**src/hdl/hcd_pkg.sv**
```systemverilog
// ----------------------------------------------------------------------------
// hcd_pkg: shared types and constants of the chunked body decoder
// Parse phases, status codes, character codes and the result word layout.
// ----------------------------------------------------------------------------
package hcd_pkg;

    // Parse phase, one-hot
    typedef enum logic [9:0] {
        PH_LEAD    = 10'b00_0000_0001,
        PH_DIGITS  = 10'b00_0000_0010,
        PH_TEXT    = 10'b00_0000_0100,
        PH_SIZE_LF = 10'b00_0000_1000,
        PH_DATA    = 10'b00_0001_0000,
        PH_DATA_CR = 10'b00_0010_0000,
        PH_DATA_LF = 10'b00_0100_0000,
        PH_END_CR  = 10'b00_1000_0000,
        PH_END_LF  = 10'b01_0000_0000,
        PH_HALT    = 10'b10_0000_0000
    } t_phase;

    // Body status codes
    typedef enum logic [1:0] {
        ST_BUSY = 2'd0,
        ST_DONE = 2'd1,
        ST_ERR  = 2'd2
    } t_status;

    // Character codes
    localparam logic [7:0] CH_CR    = 8'h0D;
    localparam logic [7:0] CH_LF    = 8'h0A;
    localparam logic [7:0] CH_SPACE = 8'h20;
    localparam logic [7:0] CH_TAB   = 8'h09;

    // Result word handed from the parser to the output register
    typedef struct packed {
        logic       data_valid;
        logic [7:0] data_byte;
        logic [1:0] status;
    } t_result;

    // Hex digit decode
    typedef struct packed {
        logic       ok;
        logic [3:0] val;
    } t_hex;

    function automatic t_hex hex_decode(input logic [7:0] c);
        t_hex h;
        h.ok  = 1'b1;
        h.val = 4'd0;
        if (c >= 8'h30 && c <= 8'h39) begin
            h.val = c[3:0];
        end else if ((c >= 8'h61 && c <= 8'h66) || (c >= 8'h41 && c <= 8'h46)) begin
            h.val = c[3:0] + 4'd9;
        end else begin
            h.ok = 1'b0;
        end
        return h;
    endfunction

endpackage

```
**src/hdl/hcd_in_if.sv**
```systemverilog
// ----------------------------------------------------------------------------
// hcd_in_if: raw body byte channel
// Valid/ready channel carrying one body byte and its last flag per word.
// ----------------------------------------------------------------------------
interface hcd_in_if;
    logic       valid;
    logic       ready;
    logic [7:0] byte_in;
    logic       last;

    modport source (output valid, output byte_in, output last, input ready);
    modport sink   (input valid, input byte_in, input last, output ready);
endinterface

```
**src/hdl/hcd_out_if.sv**
```systemverilog
// ----------------------------------------------------------------------------
// hcd_out_if: decoded result channel
// Valid/ready channel carrying one decoded result word per input byte.
// ----------------------------------------------------------------------------
interface hcd_out_if;
    logic       valid;
    logic       ready;
    logic       data_valid;
    logic [7:0] data_byte;
    logic [1:0] status;

    modport source (output valid, output data_valid, output data_byte, output status,
                    input ready);
    modport sink   (input valid, input data_valid, input data_byte, input status,
                    output ready);
endinterface

```
**src/hdl/http_chunked_body_decoder_core.sv**
```systemverilog
// ----------------------------------------------------------------------------
// http_chunked_body_decoder_core: chunked transfer body decoder
// Parses a chunked body one byte per word and emits one result per byte.
// ----------------------------------------------------------------------------
// Each accepted byte's result word is registered and appears on o_out in the cycle after.
// Throughput: 1 byte per cycle; the output register refills in the cycle
//   it is drained, so the input stalls only while o_out is held off.
// Reset: synchronous active-low i_rst_n clears the parse state to the
//   start of a size line and empties the output register.
module http_chunked_body_decoder_core #(
    parameter int SIZE_BITS = 31
) (
    input  logic      i_clk,
    input  logic      i_rst_n,
    hcd_in_if.sink    i_in,
    hcd_out_if.source o_out
);

    logic             r_out_valid;
    hcd_pkg::t_result r_result;
    hcd_pkg::t_result w_result;
    logic             w_accept;

    // Take a byte whenever the output register is free or being drained
    assign i_in.ready = !r_out_valid || o_out.ready;
    assign w_accept   = i_in.valid && i_in.ready;

    hcd_parser #(
        .SIZE_BITS (SIZE_BITS)
    ) u_parser (
        .i_clk    (i_clk),
        .i_rst_n  (i_rst_n),
        .i_accept (w_accept),
        .i_byte   (i_in.byte_in),
        .i_last   (i_in.last),
        .o_result (w_result)
    );

    // Output register
    always_ff @(posedge i_clk) begin
        if (!i_rst_n) begin
            r_out_valid <= 1'b0;
        end else if (w_accept) begin
            r_out_valid <= 1'b1;
        end else if (o_out.ready) begin
            r_out_valid <= 1'b0;
        end
    end

    always_ff @(posedge i_clk) begin
        if (w_accept) begin
            r_result <= w_result;
        end
    end

    assign o_out.valid      = r_out_valid;
    assign o_out.data_valid = r_result.data_valid;
    assign o_out.data_byte  = r_result.data_byte;
    assign o_out.status     = r_result.status;

endmodule

```
**src/hdl/hcd_parser.sv**
```systemverilog
// ----------------------------------------------------------------------------
// hcd_parser: chunked framing state machine
// Holds the parse state and computes one result word per accepted byte.
// ----------------------------------------------------------------------------
module hcd_parser #(
    parameter int SIZE_BITS = 31
) (
    input  logic               i_clk,
    input  logic               i_rst_n,
    input  logic               i_accept,
    input  logic [7:0]         i_byte,
    input  logic               i_last,
    output hcd_pkg::t_result   o_result
);

    hcd_pkg::t_phase   r_phase,      n_phase;
    logic [SIZE_BITS-1:0] r_bytes_left, n_bytes_left;
    logic              r_digit_seen, n_digit_seen;
    hcd_pkg::t_status  r_outcome,    n_outcome;

    hcd_pkg::t_hex     w_hex;
    logic              w_ovf;

    assign w_hex = hcd_pkg::hex_decode(i_byte);
    // next digit would push the size past SIZE_BITS
    assign w_ovf = (r_bytes_left[SIZE_BITS-1 -: 4] != 4'd0);

    // Next state and result for the byte on the input
    always_comb begin
        n_phase      = r_phase;
        n_bytes_left = r_bytes_left;
        n_digit_seen = r_digit_seen;
        n_outcome    = r_outcome;
        o_result.data_valid = 1'b0;
        o_result.data_byte  = 8'd0;

        unique case (r_phase)
            hcd_pkg::PH_LEAD: begin
                if (i_byte == hcd_pkg::CH_SPACE || i_byte == hcd_pkg::CH_TAB) begin
                    n_phase = r_phase;
                end else if (!w_hex.ok) begin
                    n_outcome = hcd_pkg::ST_ERR;
                    n_phase   = hcd_pkg::PH_HALT;
                end else begin
                    n_bytes_left = SIZE_BITS'(w_hex.val);
                    n_digit_seen = 1'b1;
                    n_phase      = hcd_pkg::PH_DIGITS;
                end
            end
            hcd_pkg::PH_DIGITS: begin
                if (w_hex.ok) begin
                    if (w_ovf) begin
                        n_outcome = hcd_pkg::ST_ERR;
                        n_phase   = hcd_pkg::PH_HALT;
                    end else begin
                        n_bytes_left = {r_bytes_left[SIZE_BITS-5:0], w_hex.val};
                    end
                end else if (i_byte == hcd_pkg::CH_CR) begin
                    n_phase = hcd_pkg::PH_SIZE_LF;
                end else begin
                    n_phase = hcd_pkg::PH_TEXT;
                end
            end
            hcd_pkg::PH_TEXT: begin
                if (i_byte == hcd_pkg::CH_CR) begin
                    n_phase = hcd_pkg::PH_SIZE_LF;
                end
            end
            hcd_pkg::PH_SIZE_LF: begin
                if (i_byte == hcd_pkg::CH_LF) begin
                    if (!r_digit_seen) begin
                        n_outcome = hcd_pkg::ST_ERR;
                        n_phase   = hcd_pkg::PH_HALT;
                    end else begin
                        n_digit_seen = 1'b0;
                        n_phase = (r_bytes_left == '0) ? hcd_pkg::PH_END_CR
                                                       : hcd_pkg::PH_DATA;
                    end
                end else if (i_byte != hcd_pkg::CH_CR) begin
                    n_phase = hcd_pkg::PH_TEXT;
                end
            end
            hcd_pkg::PH_DATA: begin
                o_result.data_valid = 1'b1;
                o_result.data_byte  = i_byte;
                n_bytes_left = r_bytes_left - SIZE_BITS'(1);
                if (r_bytes_left == SIZE_BITS'(1)) begin
                    n_phase = hcd_pkg::PH_DATA_CR;
                end
            end
            hcd_pkg::PH_DATA_CR: begin
                if (i_byte == hcd_pkg::CH_CR) begin
                    n_phase = hcd_pkg::PH_DATA_LF;
                end else begin
                    n_outcome = hcd_pkg::ST_ERR;
                    n_phase   = hcd_pkg::PH_HALT;
                end
            end
            hcd_pkg::PH_DATA_LF: begin
                if (i_byte == hcd_pkg::CH_LF) begin
                    n_phase      = hcd_pkg::PH_LEAD;
                    n_bytes_left = '0;
                    n_digit_seen = 1'b0;
                end else begin
                    n_outcome = hcd_pkg::ST_ERR;
                    n_phase   = hcd_pkg::PH_HALT;
                end
            end
            hcd_pkg::PH_END_CR: begin
                if (i_byte == hcd_pkg::CH_CR) begin
                    n_phase = hcd_pkg::PH_END_LF;
                end else begin
                    n_outcome = hcd_pkg::ST_ERR;
                    n_phase   = hcd_pkg::PH_HALT;
                end
            end
            hcd_pkg::PH_END_LF: begin
                if (i_byte == hcd_pkg::CH_LF) begin
                    n_outcome = hcd_pkg::ST_DONE;
                end else begin
                    n_outcome = hcd_pkg::ST_ERR;
                end
                n_phase = hcd_pkg::PH_HALT;
            end
            default: begin
                n_phase = hcd_pkg::PH_HALT;
            end
        endcase

        // body cut short by the last byte
        if (i_last && n_outcome == hcd_pkg::ST_BUSY) begin
            n_outcome = hcd_pkg::ST_ERR;
            n_phase   = hcd_pkg::PH_HALT;
        end
        o_result.status = n_outcome;

        // last byte: start over for the next body
        if (i_last) begin
            n_phase      = hcd_pkg::PH_LEAD;
            n_bytes_left = '0;
            n_digit_seen = 1'b0;
            n_outcome    = hcd_pkg::ST_BUSY;
        end
    end

    // Parse state registers
    always_ff @(posedge i_clk) begin
        if (!i_rst_n) begin
            r_phase      <= hcd_pkg::PH_LEAD;
            r_bytes_left <= '0;
            r_digit_seen <= 1'b0;
            r_outcome    <= hcd_pkg::ST_BUSY;
        end else if (i_accept) begin
            r_phase      <= n_phase;
            r_bytes_left <= n_bytes_left;
            r_digit_seen <= n_digit_seen;
            r_outcome    <= n_outcome;
        end
    end

endmodule
```
**src/flat_wrapper.sv**
```systemverilog
// flat-port wrapper written by rule: the top's interface ports become plain ports
module http_chunked_body_decoder_core_flat 
#(
    parameter int SIZE_BITS = 31
)
  (i_clk, i_rst_n, i_in_valid, i_in_byte_in, i_in_last, i_in_ready, o_out_valid, o_out_data_valid, o_out_data_byte, o_out_status, o_out_ready);
  hcd_in_if i_in_i ();
  hcd_out_if o_out_i ();
  input  logic i_clk;
  input  logic i_rst_n;
  input wire logic [$bits(i_in_i.valid)-1:0] i_in_valid;
  input wire logic [$bits(i_in_i.byte_in)-1:0] i_in_byte_in;
  input wire logic [$bits(i_in_i.last)-1:0] i_in_last;
  output wire logic [$bits(i_in_i.ready)-1:0] i_in_ready;
  output wire logic [$bits(o_out_i.valid)-1:0] o_out_valid;
  output wire logic [$bits(o_out_i.data_valid)-1:0] o_out_data_valid;
  output wire logic [$bits(o_out_i.data_byte)-1:0] o_out_data_byte;
  output wire logic [$bits(o_out_i.status)-1:0] o_out_status;
  input wire logic [$bits(o_out_i.ready)-1:0] o_out_ready;
  assign i_in_i.valid = i_in_valid;
  assign i_in_i.byte_in = i_in_byte_in;
  assign i_in_i.last = i_in_last;
  assign i_in_ready = i_in_i.ready;
  assign o_out_valid = o_out_i.valid;
  assign o_out_data_valid = o_out_i.data_valid;
  assign o_out_data_byte = o_out_i.data_byte;
  assign o_out_status = o_out_i.status;
  assign o_out_i.ready = o_out_ready;
  http_chunked_body_decoder_core #(.SIZE_BITS(SIZE_BITS)) u_core (.i_clk(i_clk), .i_rst_n(i_rst_n), .i_in(i_in_i), .o_out(o_out_i));
endmodule
```
**config.mk**
```make
export PLATFORM = sky130hd
export DESIGN_NAME = http_chunked_body_decoder_core_flat
export DESIGN_NICKNAME = d
export VERILOG_FILES = /design/src/hdl/hcd_pkg.sv /design/src/hdl/hcd_in_if.sv /design/src/hdl/hcd_out_if.sv /design/src/hdl/http_chunked_body_decoder_core.sv /design/src/hdl/hcd_parser.sv /design/src/flat_wrapper.sv
export SDC_FILE = /design/constraint.sdc
export NUM_CORES = 1
export LEC_CHECK = 0
export CAP_MARGIN = 20
export CORE_MARGIN = 2
export CORE_UTILIZATION = 30
export CTS_CLUSTER_SIZE = 25
export DETAILED_ROUTE_END_ITERATION = 7
export DONT_BUFFER_PORTS = 1
export GPL_TIMING_DRIVEN = 1
export HOLD_SLACK_MARGIN = 0.02
export PLACE_DENSITY = 0.48
export RECOVER_POWER = 100
export SETUP_SLACK_MARGIN = 0.2
export SYNTH_ARGS = -nofsm -noshare
export SYNTH_HDL_FRONTEND = slang
export SYNTH_SLANG_ARGS = --single-unit
```
**constraint.sdc**
```tcl
create_clock -name i_clk -period 2.9 [get_ports i_clk]
set_input_delay 0.145 -clock i_clk [delete_from_list [all_inputs] [get_ports i_clk]]
set_output_delay 0.145 -clock i_clk [all_outputs]
set_load 0.02 [all_outputs]
```
### Word level (Yosys, flattened, before mapping)

Cells that the tools add are included.

* output and inout port bits: 13
* word-level logic and storage cells: 110
* flip-flop bits (word level): 56
* input bits: 13

* $lt $le $gt $ge: 6
* equal/unequal tests: 26
* add/sub/neg operators: 2
* multiplexer cells: 48
* reduce and logical (&&, ||, !) cells: 20

Operator list (number)
* $mux W31: 6
* $mux W10: 14
* $pmux W31 S4: 1
* $pmux W10 S8: 1
* $eq A31 B1 Y1 const B: 1
* $logic_not A31 Y1: 1
* $sub A31 B1 Y31 const B: 1
* $eq A8 B4 Y1 const B: 3
* $mux W2: 11
* $ge A8 B7 Y1 const B: 2
* $le A8 B7 Y1 const B: 2
* $ne A3 B3 Y1 const B: 5
* $mux W4: 3
* $ne A4 B4 Y1 const B: 3
* $pmux W2 S6: 1
* $eq A10 B1 Y1 const B: 1
* $eq A10 B2 Y1 const B: 1
* $eq A10 B3 Y1 const B: 1
* $eq A10 B4 Y1 const B: 1
* $eq A10 B5 Y1 const B: 1
* $eq A10 B6 Y1 const B: 1
* $eq A10 B7 Y1 const B: 1
* $eq A10 B8 Y1 const B: 1
* $eq A10 B9 Y1 const B: 1
* other kinds (23): 38

### Logic depth before layout (Yosys ltp)

Gate-level depths: netlist of the first run.

* depth in word-level cells: 12
* depth in mapped cells: 11
* depth with buffers taken out: 9

### Hierarchy

From an unflattened synthesis of the first run, not the netlist that was laid out.

* cell total of the unflattened synthesis: 464
* area total of the unflattened synthesis: 3960.0 sq um

By module, submodules not included
* hcd_parser: sequential area each 880.8 sq um, cells an instance 448, area each 3572.2 sq um, times used 1
* http_chunked_body_decoder_core: sequential area each 350.3 sq um, cells an instance 16, area each 387.9 sq um, times used 1

### Worst setup path after synthesis of the first run

OpenSTA, ideal clock, no wires.

* path type: register -> register
* from: register u_core.u_parser.r_bytes_left[17]
* to: register u_core.u_parser.r_phase[1]
* library setup time: 70 ps
* setup slack: 417 ps
* path buffers: 0
* required time: 2830 ps
* clock period less this slack: 2483 ps
* arrival: 2413 ps
* cell stages (with the launch flop): 8
* cell sequence: dfxtp_1 or4_4 or3_4 nor4_4 a41o_2 a32oi_4 or4_1 a21boi_1

* word-level cells in the longest chain between the ends: 3

Ends and longest elaborated chain
* start: declaration: RTL line hcd_parser.sv:17 `logic [SIZE_BITS-1:0] r_bytes_left, n_bytes_left;`
* start signal: assignment: RTL line hcd_parser.sv:155 `r_bytes_left <= n_bytes_left;`
* $eq A31 B1 Y1: RTL line hcd_parser.sv:87 `if (r_bytes_left == SIZE_BITS'(1)) begin`
* $ne A4 B4 Y1 (no line)
* $reduce_and A6 Y1 (no line)
* end signal: assignment: RTL line hcd_parser.sv:149 `r_phase <= hcd_pkg::PH_LEAD;`
* end signal: assignment: RTL line hcd_parser.sv:154 `r_phase <= n_phase;`
* end: declaration: RTL line hcd_parser.sv:16 `hcd_pkg::t_phase r_phase, n_phase;`

Every way passes these cells.
A chain may end at the register's enable or synchronous reset.

### Worst setup path after layout of the first run

Ends and elaborated chain as after synthesis.

==> impl_metrics.env, run 1 <==
export IMPL_slew_violations=0
export IMPL_cp_top_family="simple AND/OR/NAND/NOR gates"
export IMPL_fmax_mhz=382
export IMPL_antenna_cells=0
export IMPL_grt_pass1_vias=3259
export IMPL_clockRootBuffer="clkbuf_16"
export IMPL_syn_avg_cell_area_um2=8.21
export IMPL_dp_slack_ns=0.300
export IMPL_hold_start="i_rst_n"
export IMPL_core_area_um2=11900
export IMPL_grt_ovfl_total=0
export IMPL_num_rows=40
export IMPL_post_cts_setup_buffers=0
export IMPL_critPathBufInv=0
export IMPL_cp_end_kind="register"
export IMPL_slowest_stage="or4_4"
export IMPL_dp_hpwl_mm=7.50
export IMPL_worstMarginPinSlew_ns=0.641
export IMPL_numCtsBuffers=5
export IMPL_clockBufferDepth=2
export IMPL_fin_skew_ns=0.00882
export IMPL_crit_type="register to register"
export IMPL_yosys_warnings=0
export IMPL_slew_headroom=0.571
export IMPL_synth_edff_count=11
export IMPL_port_buffers=0
export IMPL_cts_reportedPaths_clkPinSlew_ns=0.07
export IMPL_die_width_um=114
export IMPL_fin_setup_tns_ns=0
export IMPL_fin_nets=468
export IMPL_ys_seq_area_frac=0.338
export IMPL_synth_area_um2=3640
export IMPL_layout_drive_gt1_share=0.0869
export IMPL_grt_usage=0.166
export IMPL_hold_class="primary input to register"
export IMPL_die_area_um2=13000
export IMPL_die_height_um=114
export IMPL_crit_arrival_ns=2.85
export IMPL_synth_fp_nets=463
export IMPL_p_per_area_nw_per_um2=393
export IMPL_clkLatencyLatePin_ns=0.31
export IMPL_final_min_clock_period_ns=2.62
export IMPL_setup_viol=0
export IMPL_drc=0
export IMPL_drtPass1Iterations=5
export IMPL_routedWlPerCell_um=17.9
export IMPL_ios=26
export IMPL_whs_ns=0.0241
export IMPL_crit_path_max_incr_delay_ns=0.56
export IMPL_r2r_start="u_core.u_parser.r_bytes_left[17]"
export IMPL_area_growth_pct=12.7
export IMPL_vias=3455
export IMPL_synth_cell_types=69
export IMPL_async_flop_share=0
export IMPL_ys_seq_elements=56
export IMPL_initial_utilization=0.305
export IMPL_place_gp_congestion=0.857
export IMPL_layout_setup_ws_ns=0.279
export IMPL_drt_iter0_markers=250
export IMPL_grt_pass1_wl_mm=17.2
export IMPL_period_share=0.904
export IMPL_p_leak_nw=1.49
export IMPL_status="finished clean"
export IMPL_rsz0062_at_grt="no"
export IMPL_antenna_found_initial=0
export IMPL_wirelength_mm=10.7
export IMPL_start_kind="register"
export IMPL_critPathLaunch="u_core.u_parser.r_bytes_left[17]"
export IMPL_grt_max_degree=30
export IMPL_cap_violations=0
export IMPL_cp_cell_sequence="or4_4 > or3_4 > nor4_4 > a41o_2 > a32oi_4 > or4_1 > a21boi_0"
export IMPL_crit_fanout=7
export IMPL_htreeDepth=2
export IMPL_clock_sinks=56
export IMPL_synth_flop_cell="dfxtp_1"
export IMPL_peakVddDrop_mv=0.172
export IMPL_drt_antenna_violating_nets=0
export IMPL_via_per_inst=5.80
export IMPL_cts_tree="done"
export IMPL_worstPathRequired_ns=3.13
export IMPL_syn_inst=443
export IMPL_hold_viol_final=0
[cells by family (layout without fill, tap and decap cells)]
family                     after synthesis  in the layout  synth area share
and+or+nand+nor                        171            171             0.261
xor gates and xnor gates                16             16            0.0385
muxes                                    4              4            0.0113
DFF                                     56             56             0.338
buffers and inverters                   39             45            0.0413
adders and majority gates                7              7            0.0241
AOI/OAI and AO/OA                      150            150             0.286
[cell usage after synthesis, drive strengths merged (9+ instances only)]
master	n	area share
a21oi	24	0.033
a22oi	11	0.023
and2	13	0.022
clkbuf	23	0.024
dfxtp	45	0.25
edfxtp	11	0.091
inv	10	0.010
nand2	29	0.030
nand3	18	0.025
nor2	27	0.028
nor3	24	0.033
nor4	12	0.026
o21ai	35	0.048
o2bb2ai	16	0.039
o31ai	11	0.023
xor2	9	0.022
[state kept, by name, indices dropped and copies added, names as in the netlist]
name / flops
u_core.o_out.data_valid: 1
u_core.u_parser.r_digit_seen: 1
u_core.u_parser.r_outcome: 2
u_core.o_out.status: 2
u_core.u_parser.r_phase: 10
u_core.u_parser.r_bytes_left: 31
u_core.o_out.data_byte: 8
u_core.o_out.valid: 1
[path summary, 6_finish.rpt]
path                                   to  slack [ns]  depth (start not counted)
min            u_core.u_parser.r_phase[5]        0.02                          2
max reg2reg    u_core.u_parser.r_phase[1]        0.28                          7
max            u_core.u_parser.r_phase[1]        0.28                          7
min reg2reg  u_core.u_parser.r_outcome[0]        0.49                          2
[where the power goes]
part           leakage [nW]  total [mW]  switching, mW  internal, mW
Clock                0.0742       0.638          0.313         0.325
Combinational         0.944       0.149         0.0902        0.0588
Sequential            0.474       0.824         0.0187         0.805
[placed cells by master (no fill, tap or decap), drive strengths merged, types with 12 or more instances in the layout]
cell,netlist,routed
nand3,18,18
o21ai,35,35
nor2,27,27
and2,13,13
nor4,12,12
a21oi,24,24
nor3,24,24
nand2,29,29
o2bb2ai,16,16
buf,4,13
dfxtp,45,45
[layout make-up]
class | count | area (um^2)
Fill cell | 1258 | 7810
Multi-Input combinational cell | 348 | 2270
Sequential cell | 56 | 1230
Timing Repair Buffer | 25 | 214
Tap cell | 147 | 184
Clock buffer | 5 | 125
Inverter | 12 | 45.0
Clock inverter | 3 | 22.5
[stage by stage]
| step | std cells | power [mW] | util | cell area (um^2) |
|---|---|---|---|---|
| after floorplan | 443 | 0.942 | - | 3640 |
| after global placement | 581 | 0.978 | 0.326 | 3880 |
| after detailed placement | 581 | 0.978 | 0.326 | 3880 |
| after CTS | 596 | 1.63 | 0.344 | 4100 |
| after global routing | 596 | 1.67 | 0.344 | 4100 |
| final | 596 | 1.61 | 0.344 | 4100 |
[repair_timing]
item | in CTS | in global routing
setup endpoints to repair | 0 | 28
hold buffers | 7 | 0
gates resized for setup | 0 | 6
endpoints found under the hold margin | 18 | 0
[routing by layer]
metal | wire, um | GRT usage | vias up
met5 | 0 | 0 | -
met4 | 225 | 0.0650 | 0
met3 | 509 | 0.0328 | 19
met2 | 5030 | 0.278 | 92
met1 | 4910 | 0.211 | 1637
li1 | - | - | 1707
Power figures use the tool's default switching activity.
==> run 2, diff against run 1 <==
- CORE_ASPECT_RATIO: unset -> 1.75
- RECOVER_POWER: 100 -> 25
- SYNTH_HIERARCHICAL: unset -> 1
==> impl_metrics.env, run 2 <==
export IMPL_status="finished clean"
export IMPL_fin_nets=484
export IMPL_crit_cells=7
export IMPL_mostFrequentLayoutCells="dfxtp_1 (45), nand2_1 (35), o2bb2ai_1 (27), nor2_1 (25), buf_4 (25)"
export IMPL_dp_hpwl_mm=9.33
export IMPL_start_kind="register"
export IMPL_yosys_warnings=6
export IMPL_fill_cells=1417
export IMPL_cp_end_kind="register"
export IMPL_cap_violations=0
export IMPL_rsz0062_at_grt="no"
export IMPL_synth_fp_nets=483
export IMPL_p_leak_nw=1.60
export IMPL_critPathLaunch="u_core/u_parser/r_phase[4]"
export IMPL_die_area_um2=14200
export IMPL_largest_reg_flops=31
export IMPL_synth_edff_count=11
export IMPL_cts_tree="done"
export IMPL_worstPathRequired_ns=2.95
export IMPL_critPathBufInv=1
export IMPL_ys_seq_elements=56
export IMPL_synth_cell_types=78
export IMPL_routedWlPerCell_um=19.7
export IMPL_place_inst=626
export IMPL_drt_antenna_violating_nets=0
export IMPL_r2r_start="u_core/u_parser/r_phase[4]"
export IMPL_crit_path_max_incr_delay_ns=0.73
export IMPL_fmax_mhz=389
export IMPL_post_cts_setup_buffers=0
export IMPL_die_height_um=156
export IMPL_hold_class="primary input to register"
export IMPL_synthTopCellsByCount="dfxtp_1 (45), nand2_1 (35), o2bb2ai_1 (27), nor2_1 (25), clkbuf_1 (24)"
export IMPL_core_area_um2=12900
export IMPL_syn_inst=464
export IMPL_fin_cells=636
export IMPL_grt_max_degree=34
export IMPL_grt_pass1_wl_mm=19.5
export IMPL_final_common_cell="dfxtp_1"
export IMPL_clockBufferDepth=2
export IMPL_synth_area_um2=3960
export IMPL_period_share=0.886
export IMPL_die_width_um=90.9
export IMPL_crit_fanout=13
export IMPL_clkLatencyLatePin_ns=0.30
export IMPL_num_rows=55
export IMPL_antenna_found_initial=0
export IMPL_top_register="u_core/u_parser/r_bytes_left"
export IMPL_peakVddDrop_mv=0.217
export IMPL_critPathCapture="u_core/o_out.status[1]"
export IMPL_yosysTopAreaCellShare=0.227
export IMPL_wirelength_mm=12.5
export IMPL_syn_avg_cell_area_um2=8.53
export IMPL_drc=0
export IMPL_crit_type="register to register"
export IMPL_worstMarginPinSlew_ns=0.829
export IMPL_layout_drive_gt1_share=0.116
export IMPL_regToRegSetupSlack_ns=0.33
export IMPL_drt_iter0_markers=214
export IMPL_place_gp_congestion=0.842
export IMPL_grt_pass1_vias=3788
export IMPL_numCtsBuffers=5
export IMPL_cp_top_family="compound AO/OA/AOI/OAI gates"
export IMPL_fin_setup_tns_ns=0
export IMPL_vias=3781
export IMPL_crit_arrival_ns=2.62
export IMPL_final_min_clock_period_ns=2.57
export IMPL_setup_viol=0
export IMPL_area_growth_pct=11.3
export IMPL_p_per_area_nw_per_um2=373
export IMPL_clockRootBuffer="clkbuf_16"
export IMPL_regArea_um2=1230
export IMPL_via_per_inst=5.94
export IMPL_yosys_area_top_type="dfxtp_1"
export IMPL_htreeDepth=2
export IMPL_fin_skew_ns=0.00449
export IMPL_worst_r2r_path_depth=7
export IMPL_antenna_cells=0
export IMPL_cts_reportedPaths_clkPinSlew_ns=0.07
export IMPL_r2r_end="u_core/o_out.status[1]"
export IMPL_initial_utilization=0.306
export IMPL_async_flop_share=0
export IMPL_yosysMostFrequentCell="dfxtp_1"
export IMPL_cp_cell_sequence="nor2_1 > and4_1 > buf_4 > and2_1 > a2111oi_0 > nand2_1 > a21o_1"
export IMPL_ys_seq_area_frac=0.311
export IMPL_synth_flop_cell="dfxtp_1"
export IMPL_slowest_stage="a2111oi_0"
export IMPL_grt_ovfl_total=0
export IMPL_slew_headroom=0.446
export IMPL_ios=26
export IMPL_grt_usage=0.173
export IMPL_drtPass1Iterations=5
export IMPL_hold_viol_final=0
export IMPL_slew_violations=0
export IMPL_port_buffers=0
export IMPL_multi_input_area_um2=2540
export IMPL_synth_area_leaders="dfxtp_1 (23%), edfxtp_1 (8.3%), o2bb2ai_1 (6.0%), nand2_1 (3.3%), mux2i_1 (3.3%)"
export IMPL_clock_sinks=56
-- run 2: worst min-delay path by stage --
stage                          from                           end  slack, ns  cells past startpoint
global placement         i_in_valid            u_core/o_out.valid       0.28                      2
global route        i_in_byte_in[7]     u_core/o_out.data_byte[7]       0.04                      1
finish                    i_in_last  u_core/u_parser/r_digit_seen       0.03                      2
CTS                       i_in_last  u_core/u_parser/r_digit_seen       0.03                      2
detailed placement       i_in_valid            u_core/o_out.valid       0.29                      2
floorplan                i_in_valid            u_core/o_out.valid       0.28                      2
-- run 2: kinds of logic after synthesis --
kind of cell             after synthesis  share of synthesized area
buffers and inverters                 44                     0.0471
multiplexers                          14                     0.0366
AO/OA/AOI/OAI                        127                      0.247
XOR/XNOR                              23                     0.0509
AND/OR/NAND/NOR                      194                      0.288
flip-flops                            56                      0.311
adder cells (fa/ha/maj)                6                     0.0190
-- run 2: stage by stage --
| stage | area (um^2) | worst slack (ns) | total power, mW | util | hold WS [ns] |
|---|---|---|---|---|---|
| 3_3_place_gp | 4230 | 0.379 | 1.01 | 0.327 | 0.285 |
| 6_report | 4410 | 0.330 | 1.64 | 0.341 | 0.0346 |
| 3_5_place_dp | 4230 | 0.373 | 1.01 | 0.327 | 0.292 |
| 2_1_floorplan | 3960 | 0.488 | 0.968 | - | 0.282 |
| 4_1_cts | 4410 | 0.352 | 1.67 | 0.341 | 0.0267 |
| 5_1_grt | 4410 | 0.268 | 1.71 | 0.341 | 0.0399 |
-- run 2: power by group --
part	total (mW)	internal, mW	switching [mW]
logic	0.172	0.0688	0.103
clock network	0.647	0.364	0.283
registers	0.825	0.805	0.0196
-- run 2: final cells by class --
type / count / area share
sequential: 56 / 0.279
tap: 171 / 0.0485
multi-input combinational: 364 / 0.576
clock buffer: 7 / 0.0346
timing repair buffer: 29 / 0.0539
inverter: 9 / 0.00766
-- run 2: routing by layer --
layer | track usage | up-vias | part of all wire
li1 | - | 1789 | -
met1 | 0.176 | 1838 | 0.36
met2 | 0.338 | 119 | 0.55
met3 | 0.0208 | 35 | 0.037
met4 | 0.0931 | 0 | 0.046
met5 | 0 | - | 0
-- run 2: repair_timing --
action                                  in CTS  in global routing
endpoints found under the setup margin       0                 22
gates resized for setup                      0                  1
hold buffers                                 3                  0
endpoints found under the hold margin       16                  0
